**config.mk**
```make
export PLATFORM = sky130hd
export DESIGN_NAME = mma_ram
export DESIGN_NICKNAME = d
export VERILOG_FILES = /design/src/design/mma_ram.sv
export SDC_FILE = /design/constraint.sdc
export NUM_CORES = 2
export LEC_CHECK = 0
export ABC_AREA = 1
export BUFFER_PORTS_ARGS = -buffer_cell sky130_fd_sc_hd__buf_2
export CAP_MARGIN = 20
export CORE_MARGIN = 3
export CORE_UTILIZATION = 47
export DETAILED_ROUTE_END_ITERATION = 7
export PLACE_DENSITY = 0.71
export SLEW_MARGIN = 25
export SYNTH_ARGS = -nofsm -noshare
export SYNTH_HDL_FRONTEND = slang
export SYNTH_SLANG_ARGS = --single-unit
```
**constraint.sdc**
```tcl
create_clock -name clk -period 4.6 [get_ports clk]
set_clock_uncertainty 0.05 [all_clocks]
set_input_delay 0.46 -clock clk [delete_from_list [all_inputs] [get_ports clk]]
set_output_delay 0.46 -clock clk [all_outputs]
set_load 0.005 [all_outputs]
```
**src/design/mma_ram.sv**
```systemverilog
// Generic simple dual-port RAM: one write port, one read port with registered
// read data. No dependencies.
module mma_ram #(
  parameter int DEPTH = 64,
  parameter int WIDTH = 32
) (
  input  logic                     clk,
  input  logic                     we,
  input  logic [$clog2(DEPTH)-1:0] waddr,
  input  logic [WIDTH-1:0]         wdata,
  input  logic [$clog2(DEPTH)-1:0] raddr,
  output logic [WIDTH-1:0]         rdata
);

  logic [WIDTH-1:0] mem [DEPTH];

  always_ff @(posedge clk) begin
    if (we) begin
      mem[waddr] <= wdata;
    end
  end

  always_ff @(posedge clk) begin
    rdata <= mem[raddr];
  end

endmodule

```
==> run metrics <==
kind of critical path=primary input to flop; CP Data Arrival Time=3160 ps; Lkg Pwr=32.6 nW; first-pass GRT wire length=338,000 µm; period utilization=0.557; synth warn=0; Async SR Flop Fraction=0; Tot GR Track Use=0.250; setup ws final=2040 ps; Post-Synthesis Cells=6,769; final setup vio count=0; DR vias=54,800; relative slew slack=0.267; post-synthesis sequential area ratio=0.751; maximum clock frequency=0.390 GHz; pwr dens=432 nW/µm²; Final #Nets=6,844; FF-to-FF End=rdata[6]; Placed Cells=8,919; initial antenna violation count=17; crit path capture type=flop; CTS Root Cell=clkbuf_16; max cap viols=0; fill count=13,900; total gr overflow=0; Setup TNS=0 ps; Register-to-Register Setup Slack=2800 ps; status=complete, no violations; Final Util=0.533; Final ANT Viol Nets=0; I/O Buffers=77; Post-DP HPWL=125,000 µm; VDD IR max=419 µV; vias per cell=5.89; Seq cells post-synth=2,080; CTS H-tree depth=4; chip height=426 µm; crit start category=primary input; total setup buffers inserted after CTS=0; Place WS=1260 ps; Die W=426 µm; Total Wirelength=229,000 µm; Area Overhead vs Synth=12.3%; non-filler instance count after layout=9,301; r2r worst-path depth=8; synthesized area per cell=12.2 µm²; starting density of the core=0.474; share of layout cells above drive strength 1=0.0920; Final GP Congestion=0.847; Least-Margin Pin Slew=1100 ps; clock-pin slew on the worst setup and hold paths=60 ps; Crit. Startpoint=raddr[1]; largest area contributor in the netlist=edfxtp_1; Pwr Total=0.0401 W; Core ar.=174,000 µm²; drt first-iter violations=7,786; Synth Cell Area=82,700 µm²; Worst setup endpoint=rdata[6]; Num CTS Buffers=199; CTS tree=built; share of the synthesized area in the top cell type=0.743; vias in the first global route=52,300; total die area=181,000 µm²; top-count cell post-synth=nand2_1; Top Ports=78; Mapped Nets=6,815; Data required, critical path=5200 ps; Clk Latency, worst-skew pair=830 ps; row count=153; count of cell types in the netlist=16; largest cells by area after synthesis=edfxtp_1, nand3_1, nand2_1; clock tree buffer depth=3; reg2reg start=mem[63][6]; Clock Sinks=2,080; HP Class=primary input to flop; DRC=0; max-slew violations=0; Hold Fails Final Rpt=0; Main synth FF type=edfxtp_1; WL/cell=24.6 µm; largest net degree at the start of global routing=150; crit path max fanout=88; EDFF count, synth=2,048; RSZ-0062 raised after global routing=no; minimum clock period=2560 ps; DRT Pass-1 Iters=7; Post-synth top cells=nand2_1, edfxtp_1, nand3_1
-- through the flow --
stage	hold WS, ps	instance area (µm²)
3_3_place_gp	722	86200
2_1_floorplan	509	82700
6_report	134	92900
3_5_place_dp	746	86200
4_1_cts	53.9	92900
5_1_grt	98.5	92900
-- timing repair --
item	4_1_cts	5_1_grt
hold buffers	3	0
gates resized for setup	0	0
endpoints found under the setup margin	0	0
endpoints found under the hold margin	48	0
-- layout make-up --
type                    count  area (µm²)  area share
clock buffers             241        5240      0.0564
diodes                     10        25.0    0.000269
inverters                  12        81.3    0.000875
clock inverters           128        1420      0.0153
repair buffers            277        2350      0.0252
well taps                2325        2910      0.0313
flip-flops and latches   2080       62100       0.669
multi-input cells        4228       18800       0.202
-- placed cells by master, fill, tap and decap left out --
cell type	instances
nand2_1	2248
edfxtp_1	2048
nand3_1	1907
clkbuf_16	201
buf_4	165
buf_2	72
nor2_4	56
clkinv_1	38
clkinv_2	35
clkbuf_1	34
buf_12	33
dfxtp_1	32
bufinv_16	26
clkinvlp_4	12
diode_2	10
inv_6	9
nand4_1	9
nor4_2	8
inv_16	6
inv_1	6
clkbuf_8	6
dlygate4sd3_1	3
buf_8	3
inv_8	2
inv_2	2
clkinv_4	2
clkinv_16	1
clkinv_8	1
buf_6	1
-- registers in the layout (all words and copies together) (netlist names) --
register,cells
mem,2048
rdata,32
-- logic make-up after synthesis --
family,Yosys count,share of synthesized area
flip-flops,2080,0.751
AND/OR/NAND/NOR,4228,0.221
buffers and inverters,461,0.0278
-- worst min-delay path by stage --
| stage | cells after the start | startpoint | slack (ps) | endpoint |
|---|---|---|---|---|
| final | 2 | waddr[0] | 130 | mem[52][10] |
| after global routing | 2 | waddr[0] | 100 | mem[52][25] |
| after CTS | 2 | waddr[0] | 50 | mem[52][10] |
| after detailed placement | 8 | mem[8][18] | 750 | rdata[18] |
| after floorplan | 0 | wdata[0] | 510 | mem[0][0] |
| after global placement | 8 | mem[10][24] | 720 | rdata[24] |
-- critical path: stages --
cell	delay, ps
buf_8	230
inv_8	600
buf_12	420
nand3_1	140
nand3_1	140
nand3_1	130
nand3_1	160
nand2_1	180
nand2_1	240
nand2_1	210
-- where the power goes --
| group | switching (W) | total (W) | leakage, nW | internal, W |
|---|---|---|---|---|
| registers | 0.0000783 | 0.0211 | 18.7 | 0.0210 |
| clock network | 0.00704 | 0.0167 | 3.24 | 0.00961 |
| logic | 0.00186 | 0.00244 | 10.7 | 0.000579 |
| total | 0.00898 | 0.0401 | 32.6 | 0.0312 |
-- layer usage --
layer	share of wire	up-vias	track usage
met1	0.38	26800	0.339
li1	-	24200	-
met5	0.00032	-	0
met4	0.052	12	0.130
met2	0.46	3225	0.387
met3	0.10	559	0.0460
Power figures use the tool's default switching activity.
