$ cat src/design/mma_pkg.sv
// Package for the matrix multiply-accumulate block: sizes, operation codes,
// sequencer states and the control struct that drives the MAC unit.
// No dependencies.
package mma_pkg;

  localparam int MAX_DIM     = 8;
  localparam int STORE_DEPTH = MAX_DIM * MAX_DIM;
  localparam int IDX_W       = $clog2(STORE_DEPTH);
  localparam int K_W         = $clog2(MAX_DIM + 1);
  localparam int ROW_W       = 3;
  localparam int COL_W       = 3;
  localparam int DATA_W      = 32;
  localparam int SIZE_W      = 4;

  localparam logic [SIZE_W-1:0] ACTIVE_SIZE_RESET = 4'd8;

  typedef enum logic [1:0] {
    OP_WRITE_A   = 2'd0,
    OP_WRITE_B   = 2'd1,
    OP_WRITE_ACC = 2'd2,
    OP_READ      = 2'd3
  } op_t;

  typedef enum logic [1:0] {
    S_IDLE,
    S_RUN,
    S_DRAIN
  } state_t;

  typedef struct packed {
    logic init;
    logic term;
  } mac_ctl_t;

endpackage

$ cat src/design/mma_mac.sv
// Multiply-accumulate unit: a registered 32x32 product, then a wrapping add
// into the running sum. Depends on mma_pkg.
module mma_mac (
  input  logic                          clk,
  input  logic                          rst,
  input  mma_pkg::mac_ctl_t             ctl,
  input  logic [mma_pkg::DATA_W-1:0]    init_value,
  input  logic [mma_pkg::DATA_W-1:0]    a_data,
  input  logic [mma_pkg::DATA_W-1:0]    b_data,
  output logic                          busy,
  output logic [mma_pkg::DATA_W-1:0]    acc
);
  import mma_pkg::*;

  logic [DATA_W-1:0]   prod;
  logic                prod_valid;
  logic [DATA_W-1:0]   full_prod;

  assign full_prod = a_data * b_data;
  assign busy      = prod_valid;

  always_ff @(posedge clk) begin
    if (rst) begin
      prod_valid <= 1'b0;
    end else begin
      prod_valid <= ctl.term;
    end
  end

  always_ff @(posedge clk) begin
    prod <= full_prod;
    if (ctl.init) begin
      acc <= init_value;
    end else if (prod_valid) begin
      acc <= acc + prod;
    end
  end

endmodule

$ cat config.mk
export PLATFORM = sky130hd
export DESIGN_NAME = mma_mac
export DESIGN_NICKNAME = d
export VERILOG_FILES = /design/src/design/mma_pkg.sv /design/src/design/mma_mac.sv
export SDC_FILE = /design/constraint.sdc
export NUM_CORES = 1
export LEC_CHECK = 0
export BUFFER_PORTS_ARGS = -buffer_cell sky130_fd_sc_hd__buf_2
export CORE_MARGIN = 2
export CORE_UTILIZATION = 61
export CTS_CLUSTER_SIZE = 8
export DETAILED_ROUTE_END_ITERATION = 10
export PLACE_DENSITY = 0.8
export SKIP_CTS_REPAIR_TIMING = 1
export SYNTH_ARGS = -nofsm -noshare
export SYNTH_HDL_FRONTEND = slang
export SYNTH_SLANG_ARGS = --single-unit
export TNS_END_PERCENT = 100
$ cat constraint.sdc
create_clock -name clk -period 10.7 [get_ports clk]
set_clock_uncertainty 0.05 [all_clocks]
set_input_delay 2.14 -clock clk [delete_from_list [all_inputs] [get_ports clk]]
set_output_delay 2.14 -clock clk [all_outputs]
set_load 0.1 [all_outputs]
==> impl_metrics.json <==
{
  "rsz0062_at_grt": "false",
  "initial_core_util": 0.620,
  "reg2reg_depth": 13,
  "routed_via_density": 5.59,
  "synth-compound-area-share": 0.0648,
  "synth_top_area_cell": "fa_1",
  "grt_busiest_layer": "met2",
  "crit_type": "in -> reg",
  "yosys.area_share.adder": 0.532,
  "synth.avg_cell_area_um2": 9.23,
  "r2r_slack_ps": 7300,
  "grt_use_met3": 0.0364,
  "synth_nets": 2723,
  "cts_root_buf": "clkbuf_16",
  "die_y_um": 181,
  "detail-route-antenna-nets": 0,
  "post-route-drc-count": 0,
  "maxSlewHeadroom": 0.472,
  "use_met2": 0.518,
  "worstReg2RegEnd": "acc[20]",
  "htree_levels": 3,
  "drt-pass1-iter-count": 5,
  "dp_hpwl_mm": 37.7,
  "vias": 14000,
  "ys_types": 53,
  "grt_antenna_before_repair": 0,
  "insertion_delay_ps": 330,
  "rr_startpoint": "acc[0]",
  "start_kind": "input pin",
  "synth_top_family_by_area": "adder cells",
  "min_to": "acc[0]",
  "num_rows": 64,
  "use_met1": 0.398,
  "fillers": 2498,
  "core_area_mm2": 0.0307,
  "grt_usage": 0.302,
  "synth-simple-area-share": 0.168,
  "worstHoldPathCells": 2,
  "wl_mm": 46.5,
  "cp-end-kind": "register",
  "synth-xor-area-share": 0.0520,
  "synth-seq-cells": 65,
  "muxShareOfSynthArea": 0.000592,
  "synth-edff-count": 32,
  "clock_path_buffers": 2,
  "finalCriticalPeriod_ps": 8880,
  "synthCells": 2060,
  "arrival_ps": 9080,
  "hold_path.class": "reg -> reg",
  "area_growth_pct": 5.65,
  "antennaDiodeCount": 0,
  "ys.flop_type": "dfxtp_1",
  "status": "finished, final reports clean",
  "grt_start_max_net_pins": 67,
  "wl_per_cell_um": 18.5,
  "numCtsBuffers": 9,
  "cts_tree": "done",
  "drive_gt1_frac": 0.0775,
  "grt_pass1_wl_mm": 78.2,
  "finalHoldViolations": 0,
  "ios": 133,
  "tns_ps": 0,
  "post-route-period-util": 0.830,
  "die_w_um": 181,
  "crit_fanout": 30,
  "grt_overflow": 0,
  "max_freq_mhz": 113,
  "grt_pass1_vias": 15400,
  "clkTransAtPathRegs_ps": 60,
  "worst_pin_slew_ps": 793,
  "yosys_warnings": 0,
  "synth_top_area_frac": 0.430,
  "cp_data_required_time_ps": 10900,
  "portBuffers": 132,
  "die_area_mm2": 0.0326,
  "finalWeightedCongestion": 0.915,
  "synthTopCellsByArea": "fa_1 43%, ha_1 10%, and2_1 8.9%",
  "holdCritStartpoint": "prod[0]",
  "async_flop_share": 0,
  "num-nets-final": 2773,
  "drt-initial-drc-count": 953,
  "setup_viol": 0,
  "slew_violations": 0,
  "syn_area_mm2": 0.0190,
  "max_cap_viol_count": 0,
  "ys_seq_area_frac": 0.0853,
  "cts_sinks": 65
}
[cell usage in the layout (no fill, tap or decap), types with 3 or more instances in the layout]
master	netlist	layout
a221oi_1	3	3
nand3_1	5	5
inv_1	399	399
and3_1	9	9
nor2b_1	8	8
nand2b_1	7	7
a31oi_1	5	5
and2_1	270	270
edfxtp_1	32	32
o21ai_1	5	5
o31ai_1	5	5
nand2_1	305	305
a211o_1	6	6
nor2_1	18	18
xor2_1	33	33
o21ai_0	45	45
xnor2_1	80	80
o21bai_1	8	8
nor3_1	6	6
or2_2	6	6
a221o_1	4	4
clkinv_2	0	3
clkbuf_16	0	9
a21oi_1	43	43
ha_1	154	154
dfxtp_1	33	33
a211oi_1	4	4
buf_2	1	132
fa_1	409	409
a21o_1	30	30
o21a_1	7	7
[cells by family (layout without fill, tap and decap cells)]
logic type | after synthesis | after routing
AOI/OAI and AO/OA | 184 | 184
xor gates and xnor gates | 113 | 113
muxes | 1 | 1
adders and majority gates | 563 | 563
and+or+nand+nor | 641 | 641
DFF | 65 | 65
buffers and inverters | 493 | 548
[worst max-delay path by stage]
stage | end | slack [ps] | cells after the start | from
2_1_floorplan | prod[30] | 1980 | 24 | b_data[4]
3_3_place_gp | prod[30] | 1680 | 23 | b_data[2]
3_5_place_dp | prod[30] | 1480 | 23 | b_data[2]
4_1_cts | prod[30] | 1890 | 23 | b_data[3]
5_1_grt | prod[30] | 1460 | 23 | b_data[2]
6_report | prod[30] | 1820 | 23 | b_data[2]
[critical path: stages]
cell,delay (ps)
buf_2,540
and2_1,250
fa_1,390
inv_1,80
fa_1,440
fa_1,480
fa_1,550
inv_1,50
fa_1,500
inv_1,60
fa_1,530
inv_1,50
fa_1,490
fa_1,410
ha_1,210
a211o_1,240
a211oi_1,320
a211oi_2,110
a221o_1,400
a221o_1,380
a21o_1,200
a21oi_2,140
xnor2_1,120
[cell usage after synthesis (all sizes together), types with 4 or more instances]
master and number:
a211o 6, a211oi 6, a21o 30, a21oi 45, a221o 4, a31oi 6, and2 270, and3 9
clkbuf 92, dfxtp 33, edfxtp 32, fa 409, ha 154, inv 399, nand2 305, nand2b 7
nand3 5, nor2 18, nor2b 8, nor3 6, o21a 7, o21ai 51, o21bai 8, o31ai 5
or2 6, xnor2 80, xor2 33
[sequential cells by signal, indices dropped and copies added (netlist names)]
name	cells
acc	32
busy	1
prod	32
[cell type report]
cell class / instances / area, µm² / area share
Inverter: 399 / 1500 / 0.0745
Clock inverter: 4 / 18.8 / 0.000934
Sequential cell: 65 / 1620 / 0.0807
Tap cell: 396 / 495 / 0.0247
Multi-Input combinational cell: 1502 / 15500 / 0.774
Clock buffer: 12 / 246 / 0.0123
Timing Repair Buffer: 133 / 668 / 0.0333
[per-layer routing]
layer,vias up,wire length [µm]
met3,110,2820
li1,6288,-
met5,-,0
met4,0,1660
met2,535,23000
met1,7103,19100
[per-stage QoR]
step / cell area [µm²] / hold WS, ps / worst slack, ps / utilization / instances
after floorplan: 19000 / 570 / 1980 / - / 2060
after global placement: 19800 / 626 / 1680 / 0.647 / 2495
after detailed placement: 19800 / 649 / 1480 / 0.647 / 2495
after CTS: 20100 / 667 / 1890 / 0.655 / 2511
after global routing: 20100 / 692 / 1460 / 0.655 / 2511
final: 20100 / 669 / 1820 / 0.655 / 2511
Power is not shown: default switching activity piles up to over one toggle a cycle in this logic, so the estimate is an artifact.
